`config.mk`:
```
export PLATFORM = sky130hd
export DESIGN_NAME = isd_lane
export DESIGN_NICKNAME = d
export VERILOG_FILES = /design/src/rtl/isd_pkg.sv /design/src/rtl/isd_lane.sv
export SDC_FILE = /design/constraint.sdc
export NUM_CORES = 1
export LEC_CHECK = 0
export ABC_AREA = 1
export BUFFER_PORTS_ARGS = -buffer_cell sky130_fd_sc_hd__clkbuf_2
export CORE_MARGIN = 2
export CORE_UTILIZATION = 45
export CTS_BUF_LIST = sky130_fd_sc_hd__clkbuf_4 sky130_fd_sc_hd__clkbuf_8
export CTS_CLUSTER_DIAMETER = 80
export DETAILED_ROUTE_END_ITERATION = 7
export HOLD_SLACK_MARGIN = 0.03
export PLACE_DENSITY = 0.69
export SYNTH_ARGS = -nofsm -noshare
export SYNTH_HDL_FRONTEND = slang
export SYNTH_SLANG_ARGS = --single-unit
```
`constraint.sdc`:
```
create_clock -name clk -period 8.5 [get_ports clk]
set_clock_uncertainty 0.05 [all_clocks]
set_input_delay 1.7 -clock clk [delete_from_list [all_inputs] [get_ports clk]]
set_output_delay 1.7 -clock clk [all_outputs]
set_load 0.02 [all_outputs]
```
`src/rtl/isd_pkg.sv`:
```
// Shared types and constants for the IMU stationary detector.
// No dependencies; every other file imports this package.
`timescale 1ns / 1ps
`default_nettype none

package isd_pkg;

  localparam int AXES        = 6;
  localparam int GYRO_AXES   = 3;
  localparam int SAMPLE_W    = 16;
  localparam int BLOCK_SUM_W = 24;  // holds 255 full-scale samples
  localparam int SUM_W       = 32;
  localparam int LIMIT_W     = 15;
  localparam int WINDOW_W    = 16;
  localparam int TIME_W      = 32;
  localparam int RECIP_W     = 25;  // ceil(2^(24+clog2(d))/d) fits 25 bits
  localparam int MEAN_Q_W    = 17;  // magnitude of a mean, up to 32768
  localparam int CFG_IDX_W   = 2;
  localparam int CFG_DATA_W  = 16;

  // register indexes
  localparam logic [CFG_IDX_W-1:0] REG_GYRO_LIMIT   = 2'd0;
  localparam logic [CFG_IDX_W-1:0] REG_ACCEL_LIMIT  = 2'd1;
  localparam logic [CFG_IDX_W-1:0] REG_STILL_WINDOW = 2'd2;

  localparam logic [LIMIT_W-1:0]  GYRO_LIMIT_RST   = 15'd100;
  localparam logic [LIMIT_W-1:0]  ACCEL_LIMIT_RST  = 15'd100;
  localparam logic [WINDOW_W-1:0] STILL_WINDOW_RST = 16'd833;

  // controls broadcast from the control unit to every axis lane
  typedef struct packed {
    logic accept;        // beat taken at the input this cycle
    logic block_done;    // that beat closes an averaging block
    logic advance;       // stage 1 moves into stage 2
    logic commit;        // stage 2 updates state and loads the output
    logic commit_block;  // the committing beat closed a block
    logic motion;        // some axis left its band
    logic period_end;    // the committing beat completes a still period
  } lane_ctl_t;

endpackage

`default_nettype wire

```
`src/rtl/isd_lane.sv`:
```
// One axis lane: block average with reciprocal divide, reference compare
// and still-period sum. Depends on isd_pkg.
`timescale 1ns / 1ps
`default_nettype none

module isd_lane
  import isd_pkg::*;
#(
  parameter int AVERAGE_BLOCK = 125
) (
  input  wire                        clk,
  input  wire                        rst,
  input  wire lane_ctl_t             ctl,
  input  wire        [LIMIT_W-1:0]   limit,
  input  wire signed [SAMPLE_W-1:0]  sample,
  output logic                       in_band,
  output logic       [SUM_W-1:0]     sum_after
);

  // exact truncating divide by reciprocal for magnitudes below 2^24
  localparam int          RECIP_SHIFT = BLOCK_SUM_W + $clog2(AVERAGE_BLOCK);
  localparam logic [63:0] RECIP_FULL  =
    ((64'd1 << RECIP_SHIFT) + 64'(AVERAGE_BLOCK) - 64'd1) / 64'(AVERAGE_BLOCK);
  localparam logic [RECIP_W-1:0] RECIP = RECIP_FULL[RECIP_W-1:0];
  localparam int          PROD_W      = BLOCK_SUM_W + RECIP_W;

  logic signed [BLOCK_SUM_W-1:0] block_sum;
  logic signed [BLOCK_SUM_W-1:0] block_total;
  logic        [BLOCK_SUM_W-1:0] total_mag;
  logic        [BLOCK_SUM_W-1:0] mag1;
  logic                          neg1;
  logic                          neg2;
  logic        [PROD_W-1:0]      prod_c;
  logic        [PROD_W-1:0]      prod2;
  logic        [MEAN_Q_W-1:0]    quot;
  logic        [MEAN_Q_W-1:0]    quot_neg;
  logic        [SAMPLE_W-1:0]    mean_new;
  logic        [SAMPLE_W-1:0]    mean_now;
  logic        [SAMPLE_W-1:0]    block_mean;
  logic        [SAMPLE_W-1:0]    reference;
  logic signed [SAMPLE_W-1:0]    s1;
  logic signed [SAMPLE_W-1:0]    s2;
  logic        [SAMPLE_W-1:0]    diff;
  logic signed [SAMPLE_W:0]      diff_x;
  logic signed [SAMPLE_W:0]      lim_x;
  logic        [SUM_W-1:0]       still_sum;

  assign block_total = block_sum + {{(BLOCK_SUM_W-SAMPLE_W){sample[SAMPLE_W-1]}}, sample};
  assign total_mag   = block_total[BLOCK_SUM_W-1] ? (~block_total + 1'b1) : block_total;

  always_ff @(posedge clk) begin
    if (rst) begin
      block_sum <= '0;
    end else if (ctl.accept) begin
      block_sum <= ctl.block_done ? '0 : block_total;
    end
  end

  always_ff @(posedge clk) begin
    if (ctl.accept) begin
      s1   <= sample;
      mag1 <= total_mag;
      neg1 <= block_total[BLOCK_SUM_W-1];
    end
    if (ctl.advance) begin
      s2    <= s1;
      prod2 <= prod_c;
      neg2  <= neg1;
    end
  end

  assign prod_c   = mag1 * RECIP;
  assign quot     = prod2[RECIP_SHIFT +: MEAN_Q_W];
  assign quot_neg = ~quot + 1'b1;
  assign mean_new = neg2 ? quot_neg[SAMPLE_W-1:0] : quot[SAMPLE_W-1:0];
  assign mean_now = ctl.commit_block ? mean_new : block_mean;

  // difference wraps to 16 bits, must lie strictly inside +/- limit
  assign diff    = s2 - reference;
  assign diff_x  = {diff[SAMPLE_W-1], diff};
  assign lim_x   = {2'b00, limit};
  assign in_band = (diff_x < lim_x) && (diff_x > -lim_x);

  assign sum_after = still_sum + {{(SUM_W-SAMPLE_W){s2[SAMPLE_W-1]}}, s2};

  always_ff @(posedge clk) begin
    if (rst) begin
      block_mean <= '0;
      reference  <= '0;
      still_sum  <= '0;
    end else if (ctl.commit) begin
      if (ctl.commit_block) begin
        block_mean <= mean_new;
      end
      if (ctl.motion) begin
        reference <= mean_now;
        still_sum <= '0;
      end else if (ctl.period_end) begin
        still_sum <= '0;
      end else begin
        still_sum <= sum_after;
      end
    end
  end

endmodule

`default_nettype wire

```
==> impl_metrics.tcl <==
set metrics [dict create \
    initial_core_util 0.459 \
    cts_setup_buffers 0 \
    fp.dieH_um 220 \
    fin_tns_setup_ns 0 \
    io_pins 73 \
    max_freq_mhz 151 \
    synthFlopType "dfxtp_1" \
    relSlewSlack 0.342 \
    diodes 0 \
    synth.distinct_cells 52 \
    cts_buffers 17 \
    drtIter0Drc 946 \
    overflow 0 \
    crit_fanout 3 \
    criticalPathCategory "in -> out" \
    worstPathRequired_ns 6.75 \
    grt_max_degree 86 \
    final-setup-viol-count 0 \
    grt_pass1_wl_um 84600 \
    status "complete, no violations" \
    fin_nets 3264 \
    die_area_um2 48200 \
    cp-start-kind "input pin" \
    hold_viol_final 0 \
    ctsHtreeMaxLevel 4 \
    worst_ep_arrival_time_ns 4.86 \
    fillers 4400 \
    synth-edff-count 74 \
    clk_pin_slew_ns 0.09 \
    worst_pin_slew_ns 0.986 \
    hold_class "reg -> reg" \
    postCtsResizedCells 0 \
    cts_buffer_depth 2 \
    routedWlPerCell_um 15.8 \
    period_share 0.778 \
    syn_to_final_growth_pct 6.84 \
    maxCapViolCount 0 \
    synthesis.nets 3194 \
    synth.cell_area_um2 20900 \
    yosysSeqAreaShare 0.191 \
    fp.dieW_um 220 \
    fin_crit_ns 6.61 \
    fin_area_um2 22300 \
    clock-sinks 162 \
    core_area_um2 45600 \
    worst_hold_slack_ns 0.365 \
    avgSynthCellArea_um2 7.98 \
    gp_congestion 0.940 \
    dr.pass1.iters 5 \
    synth-seq-cells 162 \
    multiInputGateArea_um2 14600 \
    cts_tree "built" \
    via_count 16900 \
    drc 0 \
    async_flop_share 0 \
    dp.final_hpwl_um 42200 \
    synth_warnings 0 \
    vias_per_cell 5.11 \
    rsz0062_at_grt "false" \
    area.sequential_um2 3980 \
    grt_usage 0.222 \
    drive_gt1_frac 0.0651 \
    ctsHoldBuffers 0 \
    clockRootBuffer "clkbuf_8" \
    ant_nets 0 \
    endpoint_kind "output pin" \
    antenna_found_initial 0 \
    postPlaceCellArea_um2 22000 \
    placementRows 78 \
    finalWirelength_um 52100 \
    port_buffers 72 \
    grt_pass1_vias 17000 \
    syn-instance-count 2619 \
    insertion_delay_ns 0.48 \
    report.final.slew_viol_count 0 \
]
## state kept, by name, indices dropped and copies added, names as in the netlist
register,count
block_mean,16
block_sum,24
mag1,24
neg1,1
neg2,1
prod2,16
reference,16
s1,16
s2,16
still_sum,32
## cells in the mapped netlist (2+ instances only)
cell type / number / share of area
a221oi_1: 3 / 0.0013
o21a_1: 10 / 0.0036
or2_2: 3 / 0.00090
o21bai_1: 7 / 0.0025
nor3_1: 34 / 0.0081
nor4_1: 5 / 0.0015
a31oi_1: 8 / 0.0024
nand3b_4: 2 / 0.0019
xnor2_1: 18 / 0.0075
nand4_1: 26 / 0.0078
nand3_2: 5 / 0.0024
nand3b_1: 10 / 0.0036
ha_1: 357 / 0.21
nor2_2: 8 / 0.0024
a21o_1: 8 / 0.0029
o221ai_1: 4 / 0.0017
buf_1: 2 / 0.00036
buf_6: 2 / 0.0011
nor3_2: 3 / 0.0014
xor2_1: 84 / 0.035
fa_1: 178 / 0.17
inv_1: 574 / 0.10
o21ai_1: 2 / 0.00048
a21boi_0: 8 / 0.0029
nand3_1: 70 / 0.017
a211oi_1: 3 / 0.0011
nor2_1: 165 / 0.030
nand2_1: 466 / 0.084
a21oi_2: 2 / 0.00084
clkbuf_1: 26 / 0.0047
o31ai_1: 2 / 0.00072
nand2_2: 24 / 0.0072
dfxtp_1: 88 / 0.084
and2_1: 4 / 0.0012
inv_2: 8 / 0.0014
o21ai_0: 102 / 0.024
o211ai_1: 11 / 0.0040
edfxtp_1: 74 / 0.11
a21oi_1: 200 / 0.048
## kinds of logic after synthesis
group / synth area share
AOI/OAI and AO/OA: 0.0977
xor gates and xnor gates: 0.0435
adders and majority gates: 0.384
buffers and inverters: 0.111
DFF: 0.191
muxes: 0.000539
and+or+nand+nor: 0.172
## cell type report
| cell class | count | area share |
|---|---|---|
| clock buffer | 20 | 0.0115 |
| clock inverter | 12 | 0.00527 |
| inverter | 583 | 0.0980 |
| multi-input combinational | 1843 | 0.654 |
| sequential | 162 | 0.178 |
| tap | 600 | 0.0336 |
| timing repair buffer | 82 | 0.0195 |
## layer usage
| layer | GRT usage | vias up | wire, um |
|---|---|---|---|
| li1 | - | 8493 | - |
| met1 | 0.281 | 7987 | 23200 |
| met5 | 0 | - | 0 |
| met3 | 0.0240 | 88 | 2020 |
| met2 | 0.390 | 318 | 25100 |
| met4 | 0.0793 | 0 | 1840 |
## cell usage in the layout, fill, tap and decap left out, drive strengths merged, types with 8 or more instances in the layout
master / instances
clkinv: 9
nand2: 491
xor2: 84
nand3: 75
nor3: 38
o211ai: 11
ha: 357
nor2: 175
dfxtp: 88
a21oi: 203
buf: 11
edfxtp: 74
o21ai: 104
clkbuf: 91
a21o: 8
nand4: 26
a31oi: 8
o21a: 10
a21boi: 8
fa: 178
inv: 583
nand3b: 12
xnor2: 19
## critical path: stages
cell and delay (ns):
clkbuf_2 0.11, inv_1 0.06, ha_1 0.18, nand3_1 0.13, nor2_1 0.10, nand2_1 0.08
nor2_1 0.13, nand3_1 0.13, nor3_1 0.27, nand3_1 0.18, xor2_1 0.18, ha_1 0.30
nand2_1 0.07, inv_1 0.05, nand3_1 0.07, nor3_1 0.22, nand4_1 0.12, nand3_1 0.11
mux2_2 0.34, a21oi_1 0.12, clkbuf_2 0.19
## per-stage QoR
stage,instances,util,setup slack (ns)
after global routing,3302,0.490,1.48
after floorplan,2619,-,2.34
after CTS,3302,0.490,1.85
after detailed placement,3270,0.482,1.87
after global placement,3270,0.482,1.97
final,3302,0.490,1.89
## final timing paths
path,startpoint,to,slack (ns),cells past startpoint
max,limit[0],in_band,1.89,21
min,s1[9],s2[9],0.36,0
max reg2reg,mag1[15],prod2[44],1.93,24
min reg2reg,s1[9],s2[9],0.36,0
Power is not shown: default switching activity piles up to over one toggle a cycle in this logic, so the estimate is an artifact.
