==> src/rtl/isd_pkg.sv <==
// Shared types and constants for the IMU stationary detector.
// No dependencies; every other file imports this package.
`timescale 1ns / 1ps
`default_nettype none

package isd_pkg;

  localparam int AXES        = 6;
  localparam int GYRO_AXES   = 3;
  localparam int SAMPLE_W    = 16;
  localparam int BLOCK_SUM_W = 24;  // holds 255 full-scale samples
  localparam int SUM_W       = 32;
  localparam int LIMIT_W     = 15;
  localparam int WINDOW_W    = 16;
  localparam int TIME_W      = 32;
  localparam int RECIP_W     = 25;  // ceil(2^(24+clog2(d))/d) fits 25 bits
  localparam int MEAN_Q_W    = 17;  // magnitude of a mean, up to 32768
  localparam int CFG_IDX_W   = 2;
  localparam int CFG_DATA_W  = 16;

  // register indexes
  localparam logic [CFG_IDX_W-1:0] REG_GYRO_LIMIT   = 2'd0;
  localparam logic [CFG_IDX_W-1:0] REG_ACCEL_LIMIT  = 2'd1;
  localparam logic [CFG_IDX_W-1:0] REG_STILL_WINDOW = 2'd2;

  localparam logic [LIMIT_W-1:0]  GYRO_LIMIT_RST   = 15'd100;
  localparam logic [LIMIT_W-1:0]  ACCEL_LIMIT_RST  = 15'd100;
  localparam logic [WINDOW_W-1:0] STILL_WINDOW_RST = 16'd833;

  // controls broadcast from the control unit to every axis lane
  typedef struct packed {
    logic accept;        // beat taken at the input this cycle
    logic block_done;    // that beat closes an averaging block
    logic advance;       // stage 1 moves into stage 2
    logic commit;        // stage 2 updates state and loads the output
    logic commit_block;  // the committing beat closed a block
    logic motion;        // some axis left its band
    logic period_end;    // the committing beat completes a still period
  } lane_ctl_t;

endpackage

`default_nettype wire

==> src/rtl/isd_ctrl.sv <==
// Control and merge unit: handshakes, config registers, block fill,
// still count, flag and window timing, and the result register.
// Depends on isd_pkg.
`timescale 1ns / 1ps
`default_nettype none

module isd_ctrl
  import isd_pkg::*;
#(
  parameter int AVERAGE_BLOCK = 125
) (
  input  wire                            clk,
  input  wire                            rst,
  input  wire                            in_valid,
  output logic                           in_stall,
  input  wire        [TIME_W-1:0]        now_us,
  input  wire                            cfg_valid,
  output logic                           cfg_ready,
  input  wire        [CFG_IDX_W-1:0]     cfg_index,
  input  wire        [CFG_DATA_W-1:0]    cfg_data,
  output logic       [LIMIT_W-1:0]       gyro_limit,
  output logic       [LIMIT_W-1:0]       accel_limit,
  input  wire        [AXES-1:0]          lane_inside,
  input  wire        [AXES-1:0][SUM_W-1:0] lane_sums,
  output lane_ctl_t                      ctl,
  output logic                           out_valid,
  input  wire                            out_stall,
  output logic                           is_still,
  output logic                           period_done,
  output logic       [AXES-1:0][SUM_W-1:0] totals,
  output logic       [WINDOW_W-1:0]      period_samples,
  output logic       [TIME_W-1:0]        period_elapsed_us
);

  localparam int FILL_W = $clog2(AVERAGE_BLOCK + 1);
  localparam logic [FILL_W-1:0] FILL_LAST = FILL_W'(AVERAGE_BLOCK - 1);

  logic                v1;
  logic                v2;
  logic                adv_out;
  logic                adv2;
  logic                in_fire;
  logic                move12;
  logic                commit;
  logic [FILL_W-1:0]   fill;
  logic                done0;
  logic                done1;
  logic                done2;
  logic [TIME_W-1:0]   now1;
  logic [TIME_W-1:0]   now2;
  logic [WINDOW_W-1:0] still_window;
  logic [WINDOW_W-1:0] still_count;
  logic [WINDOW_W-1:0] count_inc;
  logic [TIME_W-1:0]   window_start;
  logic                still_flag;
  logic                motion;
  logic                period_end;

  // stage advance, from the output back to the input
  assign adv_out  = !out_valid || !out_stall;
  assign adv2     = !v2 || adv_out;
  assign in_stall = v1 && !adv2;
  assign in_fire  = in_valid && !in_stall;
  assign move12   = v1 && adv2;
  assign commit   = v2 && adv_out;

  assign done0      = (fill == FILL_LAST);
  assign motion     = !(&lane_inside);
  assign count_inc  = still_count + 1'b1;
  assign period_end = !motion && (count_inc >= still_window);

  assign ctl.accept       = in_fire;
  assign ctl.block_done   = done0;
  assign ctl.advance      = move12;
  assign ctl.commit       = commit;
  assign ctl.commit_block = done2;
  assign ctl.motion       = motion;
  assign ctl.period_end   = period_end;

  assign cfg_ready = 1'b1;

  always_ff @(posedge clk) begin
    if (rst) begin
      gyro_limit   <= GYRO_LIMIT_RST;
      accel_limit  <= ACCEL_LIMIT_RST;
      still_window <= STILL_WINDOW_RST;
    end else if (cfg_valid) begin
      case (cfg_index)
        REG_GYRO_LIMIT:   gyro_limit   <= cfg_data[LIMIT_W-1:0];
        REG_ACCEL_LIMIT:  accel_limit  <= cfg_data[LIMIT_W-1:0];
        REG_STILL_WINDOW: still_window <= cfg_data[WINDOW_W-1:0];
        default: ;
      endcase
    end
  end

  always_ff @(posedge clk) begin
    if (rst) begin
      v1        <= 1'b0;
      v2        <= 1'b0;
      out_valid <= 1'b0;
      fill      <= '0;
    end else begin
      if (in_fire) begin
        v1   <= 1'b1;
        fill <= done0 ? '0 : fill + 1'b1;
      end else if (move12) begin
        v1 <= 1'b0;
      end
      if (move12) begin
        v2 <= 1'b1;
      end else if (commit) begin
        v2 <= 1'b0;
      end
      if (commit) begin
        out_valid <= 1'b1;
      end else if (!out_stall) begin
        out_valid <= 1'b0;
      end
    end
  end

  always_ff @(posedge clk) begin
    if (in_fire) begin
      now1  <= now_us;
      done1 <= done0;
    end
    if (move12) begin
      now2  <= now1;
      done2 <= done1;
    end
  end

  always_ff @(posedge clk) begin
    if (rst) begin
      still_count  <= '0;
      window_start <= '0;
      still_flag   <= 1'b0;
    end else if (commit) begin
      if (motion) begin
        still_flag   <= 1'b0;
        still_count  <= '0;
        window_start <= now2;
      end else if (period_end) begin
        still_flag   <= 1'b1;
        still_count  <= '0;
        window_start <= now2;
      end else begin
        still_count <= count_inc;
      end
    end
  end

  // result register; the period fields read zero unless a period closes
  always_ff @(posedge clk) begin
    if (commit) begin
      is_still          <= !motion && (period_end || still_flag);
      period_done       <= period_end;
      totals            <= period_end ? lane_sums : '0;
      period_samples    <= period_end ? count_inc : '0;
      period_elapsed_us <= period_end ? (now2 - window_start) : '0;
    end
  end

endmodule

`default_nettype wire

==> config.mk <==
export PLATFORM = sky130hd
export DESIGN_NAME = isd_ctrl
export DESIGN_NICKNAME = d
export VERILOG_FILES = /design/src/rtl/isd_pkg.sv /design/src/rtl/isd_ctrl.sv
export SDC_FILE = /design/constraint.sdc
export NUM_CORES = 1
export LEC_CHECK = 0
export BUFFER_PORTS_ARGS = -buffer_cell sky130_fd_sc_hd__buf_2
export CORE_AREA = 8 8 204 206
export DETAILED_ROUTE_END_ITERATION = 10
export DIE_AREA = 0 0 212 214
export GPL_TIMING_DRIVEN = 0
export PLACE_DENSITY_LB_ADDON = 0.25
export REMOVE_ABC_BUFFERS = 1
export SLEW_MARGIN = 30
export SYNTH_ARGS = -nofsm -noshare
export SYNTH_HDL_FRONTEND = slang
export SYNTH_SLANG_ARGS = --single-unit
==> constraint.sdc <==
create_clock -name clk -period 11.5 [get_ports clk]
set_input_delay 1.15 -clock clk [delete_from_list [all_inputs] [get_ports clk]]
set_output_delay 1.15 -clock clk [all_outputs]
set_load 0.005 [all_outputs]
==> flow_summary.ini, run 1 <==
[clock_network]
cts_buffer_depth = 3
cts_htree_levels = 2
clock_latency_ns = 0.57
cts_made_buffers = 45
cts.sinks = 413
clockRootBuffer = clkbuf_16
cts_resized = 0
cts_setup_buffers = 0
cts_hold_buffers = 0
cts_tree = done
path_clk_slew_ns = 0.06

[floorplanning]
fp.coreArea_sq_um = 38300
rows = 72
start_util_pct = 45.6
die_h_um = 214
boundaryPins = 535
dieArea_sq_um = 45400
die_w_um = 212

[worst_setup_path]
worst_r2r_path_depth = 16
worstPathRequired_ns = 10.35
r2r-start = still_count[0]
critPathMaxFanout = 100
r2r_setup_slack_ns = 6.99
crit_end = ctl[0]
criticalPathCategory = reg -> out
setup.worst_path.end_class = output pin
r2r-end = totals[178]
startpoint = still_count[0]
cp.arrival_ns = 4.60
crit_path_start_kind = flip-flop

[logic_synthesis]
yosys_warnings = 0
synth_edf_count = 308
synth-seq-cells = 413
syn-cell-area_sq_um = 17400
async_flop_share_pct = 0
synthFlopType = edfxtp_1
syn_avg_cell_area_sq_um = 12.3
synthCells = 1418
synth.distinct_cells = 58
yosysSeqAreaShare_pct = 65.1

[placed_design]
place_congestion = 0.908
port_buffers = 533
pre_cts_slack_ns = 6.47
place_area_sq_um = 20500
dpl.hpwl_um = 39400

[layout]
syn2layout_area_growth_pct = 26.2
fin_nets = 2242
layout_commonest_cell = buf_2
layout-drive-gt1-share_pct = 31.5
post-route-util_pct = 57.5
final_area_sq_um = 22000
layout_common_cells = 532 x buf_2, 308 x edfxtp_1, 210 x and2_1, 138 x nand2_1, 108 x a21oi_1

[power_and_ir_drop]
p_per_area_nw_per_um2 = 151
p_leak_uw = 0.00883
ir_drop_mv = 0.135

[sta]
worst_slack_ns = 5.75
rsz0062_at_grt = no
drv_slew = 0
slew_headroom_pct = 40.3
fin_crit_sh_pct = 50.0
setup_viol = 0
fin_crit_ns = 5.75
finClkSkew_ns = 0.0226
max_slew.worst_pin.slew_ns = 0.893
fmax_mhz = 174
hold_viol = 0

[grt]
grt_pass1_vias = 11952
grt_antenna_before_repair = 22
grtUsageTotal_pct = 21.9
gr-total-overflow = 0
grt_pass1_wl_um = 75300
grt_max_degree = 113

[run_status]
status = complete, no violations

[routing]
firstDrtPassIters = 5
num_vias = 12470
drt-total-wl_um = 51600
ant_nets = 0
drt_iter0_drc = 755
drt-wirelength-per-cell_um = 20.6
vias_per_cell = 4.99
drc = 0

[worst_hold_path]
holdPathStages = 0
hp-class = reg -> reg

[job]
max_cap_viol_count = 0
-- worst max-delay path, stage by stage (launching register included) --
cell and delay [ns]:
dfxtp_1 0.48, ha_1 0.29, inv_1 0.08, nor2_1 0.26
and2_1 0.20, nand3_1 0.09, xor2_1 0.25, inv_1 0.08
ha_1 0.30, a21o_1 0.12, a21oi_1 0.07, o21ai_0 0.55
or2_4 0.27, nand2_4 0.25, inv_8 0.44, buf_2 0.21
-- flip-flops by register name (all words and copies together), names as in the netlist, 7 cells and up --
name,count
still_window,16
still_count,16
accel_limit,15
now2,32
period_samples,16
period_elapsed_us,32
now1,32
fill,7
gyro_limit,15
totals,192
window_start,32
-- kinds of logic (layout without fill, tap and decap cells) --
group | count (synthesis) | count (layout) | synth area share, %
DFF | 413 | 413 | 65.1
adders and majority gates | 51 | 51 | 3.70
other | 1 | 10 | 0.0215
AOI/OAI and AO/OA | 200 | 200 | 6.91
and+or+nand+nor | 542 | 542 | 16.1
buffers and inverters | 138 | 694 | 4.28
xor gates and xnor gates | 40 | 40 | 2.01
muxes | 33 | 33 | 1.89
-- power breakdown --
group	switching, uW	total [uW]	leakage [uW]	internal, uW
Sequential	17.1	1660	0.00352	1650
Clock	578	1410	0.000701	834
Combinational	136	241	0.00460	105
Total	732	3320	0.00883	2590
-- synth_stat cells, drive strengths merged, types with 4 or more instances --
| cell | n | share of area [%] |
|---|---|---|
| nand2b | 7 | 0.25 |
| o21ai | 25 | 0.72 |
| o211ai | 7 | 0.30 |
| o21a | 7 | 0.30 |
| a21o | 19 | 0.82 |
| and3 | 7 | 0.25 |
| nand3b | 11 | 0.47 |
| nor2b | 5 | 0.18 |
| and2 | 211 | 7.6 |
| xnor2 | 22 | 1.1 |
| a31oi | 4 | 0.14 |
| buf | 41 | 2.2 |
| inv | 67 | 1.5 |
| a21oi | 109 | 3.1 |
| nand3 | 34 | 0.98 |
| nand2 | 139 | 3.0 |
| nor3b | 4 | 0.17 |
| clkbuf | 30 | 0.65 |
| ha | 50 | 3.6 |
| edfxtp | 308 | 53 |
| nor3 | 13 | 0.43 |
| dfxtp | 105 | 12 |
| xor2 | 18 | 0.90 |
| nor2 | 91 | 2.0 |
| a211oi | 6 | 0.26 |
| a211o | 7 | 0.35 |
| mux2i | 33 | 1.9 |
| nand4 | 8 | 0.29 |
-- metal layers --
layer  GRT usage [%]  part of all wire, %  vias up
met4            10.5                  4.1       22
li1                -                    -     5972
met3            6.31                  8.1      116
met2            36.5                   49      461
met5               0                 0.28        -
met1            25.5                   38     5899
-- worst min-delay path by stage --
stage / startpoint / to / slack [ns]
after floorplan: done1 / done2 / 0.40
after global routing: now1[7] / now2[7] / 0.42
final: now1[31] / now2[31] / 0.41
after global placement: now1[2] / now2[2] / 0.40
after detailed placement: now1[10] / now2[10] / 0.40
after CTS: now1[1] / now2[1] / 0.41
-- final cells by class --
| type | instances | area [sq um] |
|---|---|---|
| Timing Repair Buffer | 544 | 2900 |
| Clock buffer | 60 | 1250 |
| Clock inverter | 23 | 196 |
| Fill cell | 3278 | 16300 |
| Tap cell | 518 | 648 |
| Inverter | 67 | 267 |
| Multi-Input combinational cell | 867 | 5370 |
| Antenna cell | 9 | 22.5 |
| Sequential cell | 413 | 11400 |
-- metrics by stage --
step	cells	power [uW]	hold WS, ns	setup TNS, ns
floorplan	1347	1810	0.400	0
global placement	2398	1940	0.401	-74.34
detailed placement	2409	1940	0.405	0
CTS	2492	3360	0.415	0
global route	2495	3430	0.416	0
finish	2501	3320	0.413	0
No activity file was read; power rests on OpenSTA's default activity.
==> inputs of run 2 (changes only) <==
Settings changed: CORE_AREA 8 8 204 206 to 8 8 202 204, DIE_AREA 0 0 212 214 to 0 0 210 212.
Clock period 11.5 ns to 4.7 ns, I/O delays scaled along.
==> flow_summary.ini, run 2 (synthesis results as in run 1) <==
[run_status]
status = complete, no violations

[worst_hold_path]
hp-start = now_us[6]
holdPathStages = 1
hp-class = in -> reg
hold_end = now1[6]

[routing]
ant_nets = 0
drc = 0
num_vias = 12503
drt-wirelength-per-cell_um = 20.6
firstDrtPassIters = 5
drt_iter0_drc = 729
drt-total-wl_um = 51500
vias_per_cell = 5.00

[floorplanning]
die_w_um = 210
die_h_um = 212
boundaryPins = 535
start_util_pct = 46.0
fp.coreArea_sq_um = 37900
dieArea_sq_um = 44500
rows = 72

[sta]
fin_crit_sh_pct = 95.5
fin_crit_ns = 4.49
finClkSkew_ns = 0.0130
max_slew.worst_pin.slew_ns = 0.938
slew_headroom_pct = 37.3
setup_viol = 0
worst_slack_ns = 0.211
drv_slew = 0
rsz0062_at_grt = no
hold_viol = 0
fmax_mhz = 223

[placed_design]
place_area_sq_um = 20500
place_congestion = 0.909
pre_cts_slack_ns = 0.240
dpl.hpwl_um = 38500
placed_cells = 2408
port_buffers = 533

[worst_setup_path]
slowest_delay_ns = 0.47
worstPathRequired_ns = 4.23
setup.worst_path.end_class = output pin
criticalPathCategory = reg -> out
critPathMaxFanout = 35
worst_r2r_path_depth = 14
crit_top_cell = and3_1
crit_path_start_kind = flip-flop
r2r-end = totals[170]
r2r-start = still_count[5]
r2r_setup_slack_ns = 0.70
cp.arrival_ns = 4.02
slowest_stage = dfxtp_1
cp_cell_sequence = and3_1 > and3_1 > and3_1 > nand3_1 > xnor2_2 > ha_1 > nand3_1 > or3_1 > o22ai_4 > or2_4 > nand2_8 > inv_16 > buf_2

[grt]
grt_antenna_before_repair = 14
grt_pass1_vias = 12113
grt_pass1_wl_um = 74700
grt_max_degree = 109
grtUsageTotal_pct = 22.1
gr-total-overflow = 0

[clock_network]
cts_hold_buffers = 0
cts_buffer_depth = 3
clockRootBuffer = clkbuf_16
cts_tree = done
clock_latency_ns = 0.56
cts_setup_buffers = 0
cts_htree_levels = 2
cts.sinks = 413
path_clk_slew_ns = 0.07
cts_made_buffers = 44

[power_and_ir_drop]
p_clk_share_pct = 43.8
intPower_uw = 6510
switching_share_pct = 21.6
switchingPower_uw = 1790
p_comb_share_pct = 7.1
p_leak_uw = 0.00887
p_per_area_nw_per_um2 = 375
ir_drop_mv = 0.306
p_seq_share_pct = 49.1

[layout]
regMostFlops = totals
largest_reg_flops = 192
syn2layout_area_growth_pct = 26.8
layout_common_cells = 532 x buf_2, 308 x edfxtp_1, 210 x and2_1, 138 x nand2_1, 108 x a21oi_1
layout_commonest_cell = buf_2
layout-drive-gt1-share_pct = 32.0
fin_cells = 2499
final_area_sq_um = 22100
fin_nets = 2242

[job]
max_cap_viol_count = 0
run 2: stage by stage:
stage,hold WS (ns),TNS (ns),total power (uW),utilization [%]
6_report,0.0904,0,8300,58.3
5_1_grt,0.0596,0,8590,58.3
4_1_cts,0.0471,0,8400,58.2
3_5_place_dp,0.405,0,4740,54.1
3_3_place_gp,0.401,-1373.54,4740,53.4
2_1_floorplan,0.400,-569.60,4430,-
run 2: worst max-delay path by stage:
| stage | cells past startpoint | startpoint | end |
|---|---|---|---|
| 3_3_place_gp | 7 | out_stall | window_start[8] |
| 3_5_place_dp | 16 | still_count[0] | totals[140] |
| 5_1_grt | 13 | still_count[5] | ctl[0] |
| 4_1_cts | 15 | still_count[0] | ctl[0] |
| 2_1_floorplan | 6 | out_stall | window_start[0] |
| 6_report | 13 | still_count[5] | ctl[0] |
run 2: power by group through the flow:
stage                     clock network (uW)  logic, uW  registers, uW
after global placement                     0        567           4170
after floorplan                            0        260           4170
final                                   3640        589           4070
after detailed placement                   0        588           4150
after CTS                               3730        593           4070
after global routing                    3860        646           4090
run 2: routing by layer:
layer | vias to the layer above | GRT usage [%] | part of all wire, %
li1 | 5969 | - | -
met1 | 5987 | 25.8 | 39
met2 | 413 | 37.2 | 49
met3 | 116 | 6.09 | 7.5
met4 | 18 | 11.3 | 4.4
met5 | - | 0 | 0.26
run 2: repair_timing:
action                     in CTS  in global routing
setup endpoints to repair       1                  1
gates resized for setup         4                  8
cloned                          2                  0
run 2: worst max-delay path: cells and delay by family, from the launching register on:
kind                     cells  cell delay, ns
AND/OR/NAND/NOR              8            1.79
flip-flops                   1            0.47
buffers and inverters        2            0.39
adder cells (fa/ha/maj)      1            0.31
AO/OA/AOI/OAI                1            0.24
XOR/XNOR                     1            0.20
run 2: cell type report:
cell class	instances	area, sq um
fillers	3168	15800
flip-flops and latches	413	11400
multi-input cells	867	5420
repair buffers	543	2880
clock buffers	54	1180
well taps	518	648
clock inverters	26	335
inverters	67	275
diodes	9	22.5
repair inverters	2	17.5
==> inputs of run 3 (changes only) <==
Settings changed: PLACE_DENSITY set to 0.76, PLACE_DENSITY_LB_ADDON 0.25 to unset.
==> flow_summary.ini, run 3 (synthesis results as in run 1) <==
[run_status]
status = complete, no violations

[layout]
regArea_sq_um = 11400
syn2layout_area_growth_pct = 25.9
layout-drive-gt1-share_pct = 32.0
layout_common_cells = 532 x buf_2, 308 x edfxtp_1, 210 x and2_1, 138 x nand2_1, 108 x a21oi_1
regMostFlops = totals
fin_nets = 2239
n_fill_cell = 3143
multi_input_area_sq_um = 5400
post-route-util_pct = 57.9
layout_commonest_cell = buf_2
fin_cells = 2488
largest_reg_flops = 192

[sta]
fin_crit_sh_pct = 94.0
fin_crit_ns = 4.42
hold_viol = 0
tns_ns = 0
max_slew.worst_pin.slew_ns = 0.941
finClkSkew_ns = 0.0243
slew_headroom_pct = 37.1
setup_viol = 0
fmax_mhz = 226
drv_slew = 0

[clock_network]
cts_tree = done
cts_htree_levels = 2
cts_made_buffers = 43
clockRootBuffer = clkbuf_16
clock_latency_ns = 0.57
path_clk_slew_ns = 0.06
cts_buffer_depth = 3
cts_hold_buffers = 0
cts_setup_buffers = 0
cts.sinks = 413

[power_and_ir_drop]
p_clk_share_pct = 42.6
p_seq_share_pct = 50.3
switchingPower_uw = 1790
intPower_uw = 6320
switching_share_pct = 22.0
p_total_uw = 8110
p_per_area_nw_per_um2 = 369
p_leak_uw = 0.00880
p_comb_share_pct = 7.2
ir_drop_mv = 0.290

[grt]
gr-total-overflow = 0
grt_pass1_vias = 11962
grt_antenna_before_repair = 9
grt_pass1_wl_um = 72500
grt_max_degree = 140
grtUsageTotal_pct = 21.3

[floorplanning]
die_w_um = 210
dieArea_sq_um = 44500
die_h_um = 212
start_util_pct = 46.0
fp.coreArea_sq_um = 37900
boundaryPins = 535
rows = 72

[routing]
drc = 0
drt-total-wl_um = 49600
num_vias = 12427
drt-wirelength-per-cell_um = 19.9
vias_per_cell = 4.99
drt_iter0_drc = 975
ant_nets = 0
firstDrtPassIters = 5

[worst_setup_path]
crit_path_start_kind = flip-flop
cp.arrival_ns = 3.95
cp_cell_sequence = nand3_1 > nor2_2 > and3_1 > nand3_1 > xnor2_2 > ha_1 > nand3_1 > or3_1 > o22ai_4 > or2_4 > nand2_8 > inv_16 > buf_2
slowest_stage = dfxtp_1
slowest_delay_ns = 0.44
setup.worst_path.end_class = output pin
worstPathRequired_ns = 4.23
criticalPathCategory = reg -> out
crit_top_cell = nand3_1
critPathMaxFanout = 37

[job]
max_cap_viol_count = 0

[placed_design]
port_buffers = 533
placed_cells = 2407
dpl.hpwl_um = 37600
place_congestion = 0.888

[worst_hold_path]
hp-class = in -> reg
-- run 3: area by class of cell --
| type | instances | share of cell area (%) |
|---|---|---|
| Antenna cell | 3 | 0.0342 |
| Clock buffer | 54 | 5.28 |
| Clock inverter | 23 | 1.24 |
| Inverter | 67 | 1.25 |
| Multi-Input combinational cell | 867 | 24.6 |
| Sequential cell | 413 | 51.7 |
| Tap cell | 518 | 2.95 |
| Timing Repair Buffer | 542 | 12.9 |
| Timing Repair inverter | 1 | 0.0399 |
-- run 3: through the flow --
stage | hold WS [ns] | cell area [sq um] | setup slack [ns]
after floorplan | 0.400 | 17000 | -3.91
after global placement | 0.401 | 20300 | -7.68
after detailed placement | 0.405 | 20500 | 0.332
after CTS | 0.0390 | 21900 | 0.0641
after global routing | 0.0526 | 22000 | -0.00133
final | 0.0838 | 22000 | 0.284
-- run 3: worst paths after layout --
path | startpoint | end | slack [ns] | depth (start not counted)
hold reg to reg | now1[21] | now2[21] | 0.41 | 0
hold / removal | now_us[23] | now1[23] | 0.08 | 1
setup reg to reg | still_count[2] | totals[114] | 0.67 | 14
setup / recovery | still_count[2] | ctl[0] | 0.28 | 13
-- run 3: worst max-delay path: cells and delay by family (launching register included) --
kind,cells,cell delay [ns]
flops,1,0.44
compound gates,1,0.24
buf+inv,2,0.37
simple gates,8,1.75
xor+xnor,1,0.21
fa+ha+maj,1,0.32
-- run 3: routing by layer --
metal  vias to the layer above  global-route usage, %  routed length [um]
met5                         -                      0                  51
met3                       103                   4.51                3310
met4                         8                   9.06                1960
met2                       486                   36.1               24600
met1                      5871                   26.1               19700
li1                       5959                      -                   -
-- run 3: what timing repair did --
item,4_1_cts,5_1_grt
cloned,1,0
setup endpoints to repair,1,1
gates resized for setup,3,6
-- run 3: power groups by stage --
stage	Combinational, uW	Clock [uW]	Sequential, uW
after global routing	638	3670	4090
after global placement	562	0	4170
after CTS	585	3540	4070
after floorplan	260	0	4170
final	582	3450	4070
after detailed placement	580	0	4150
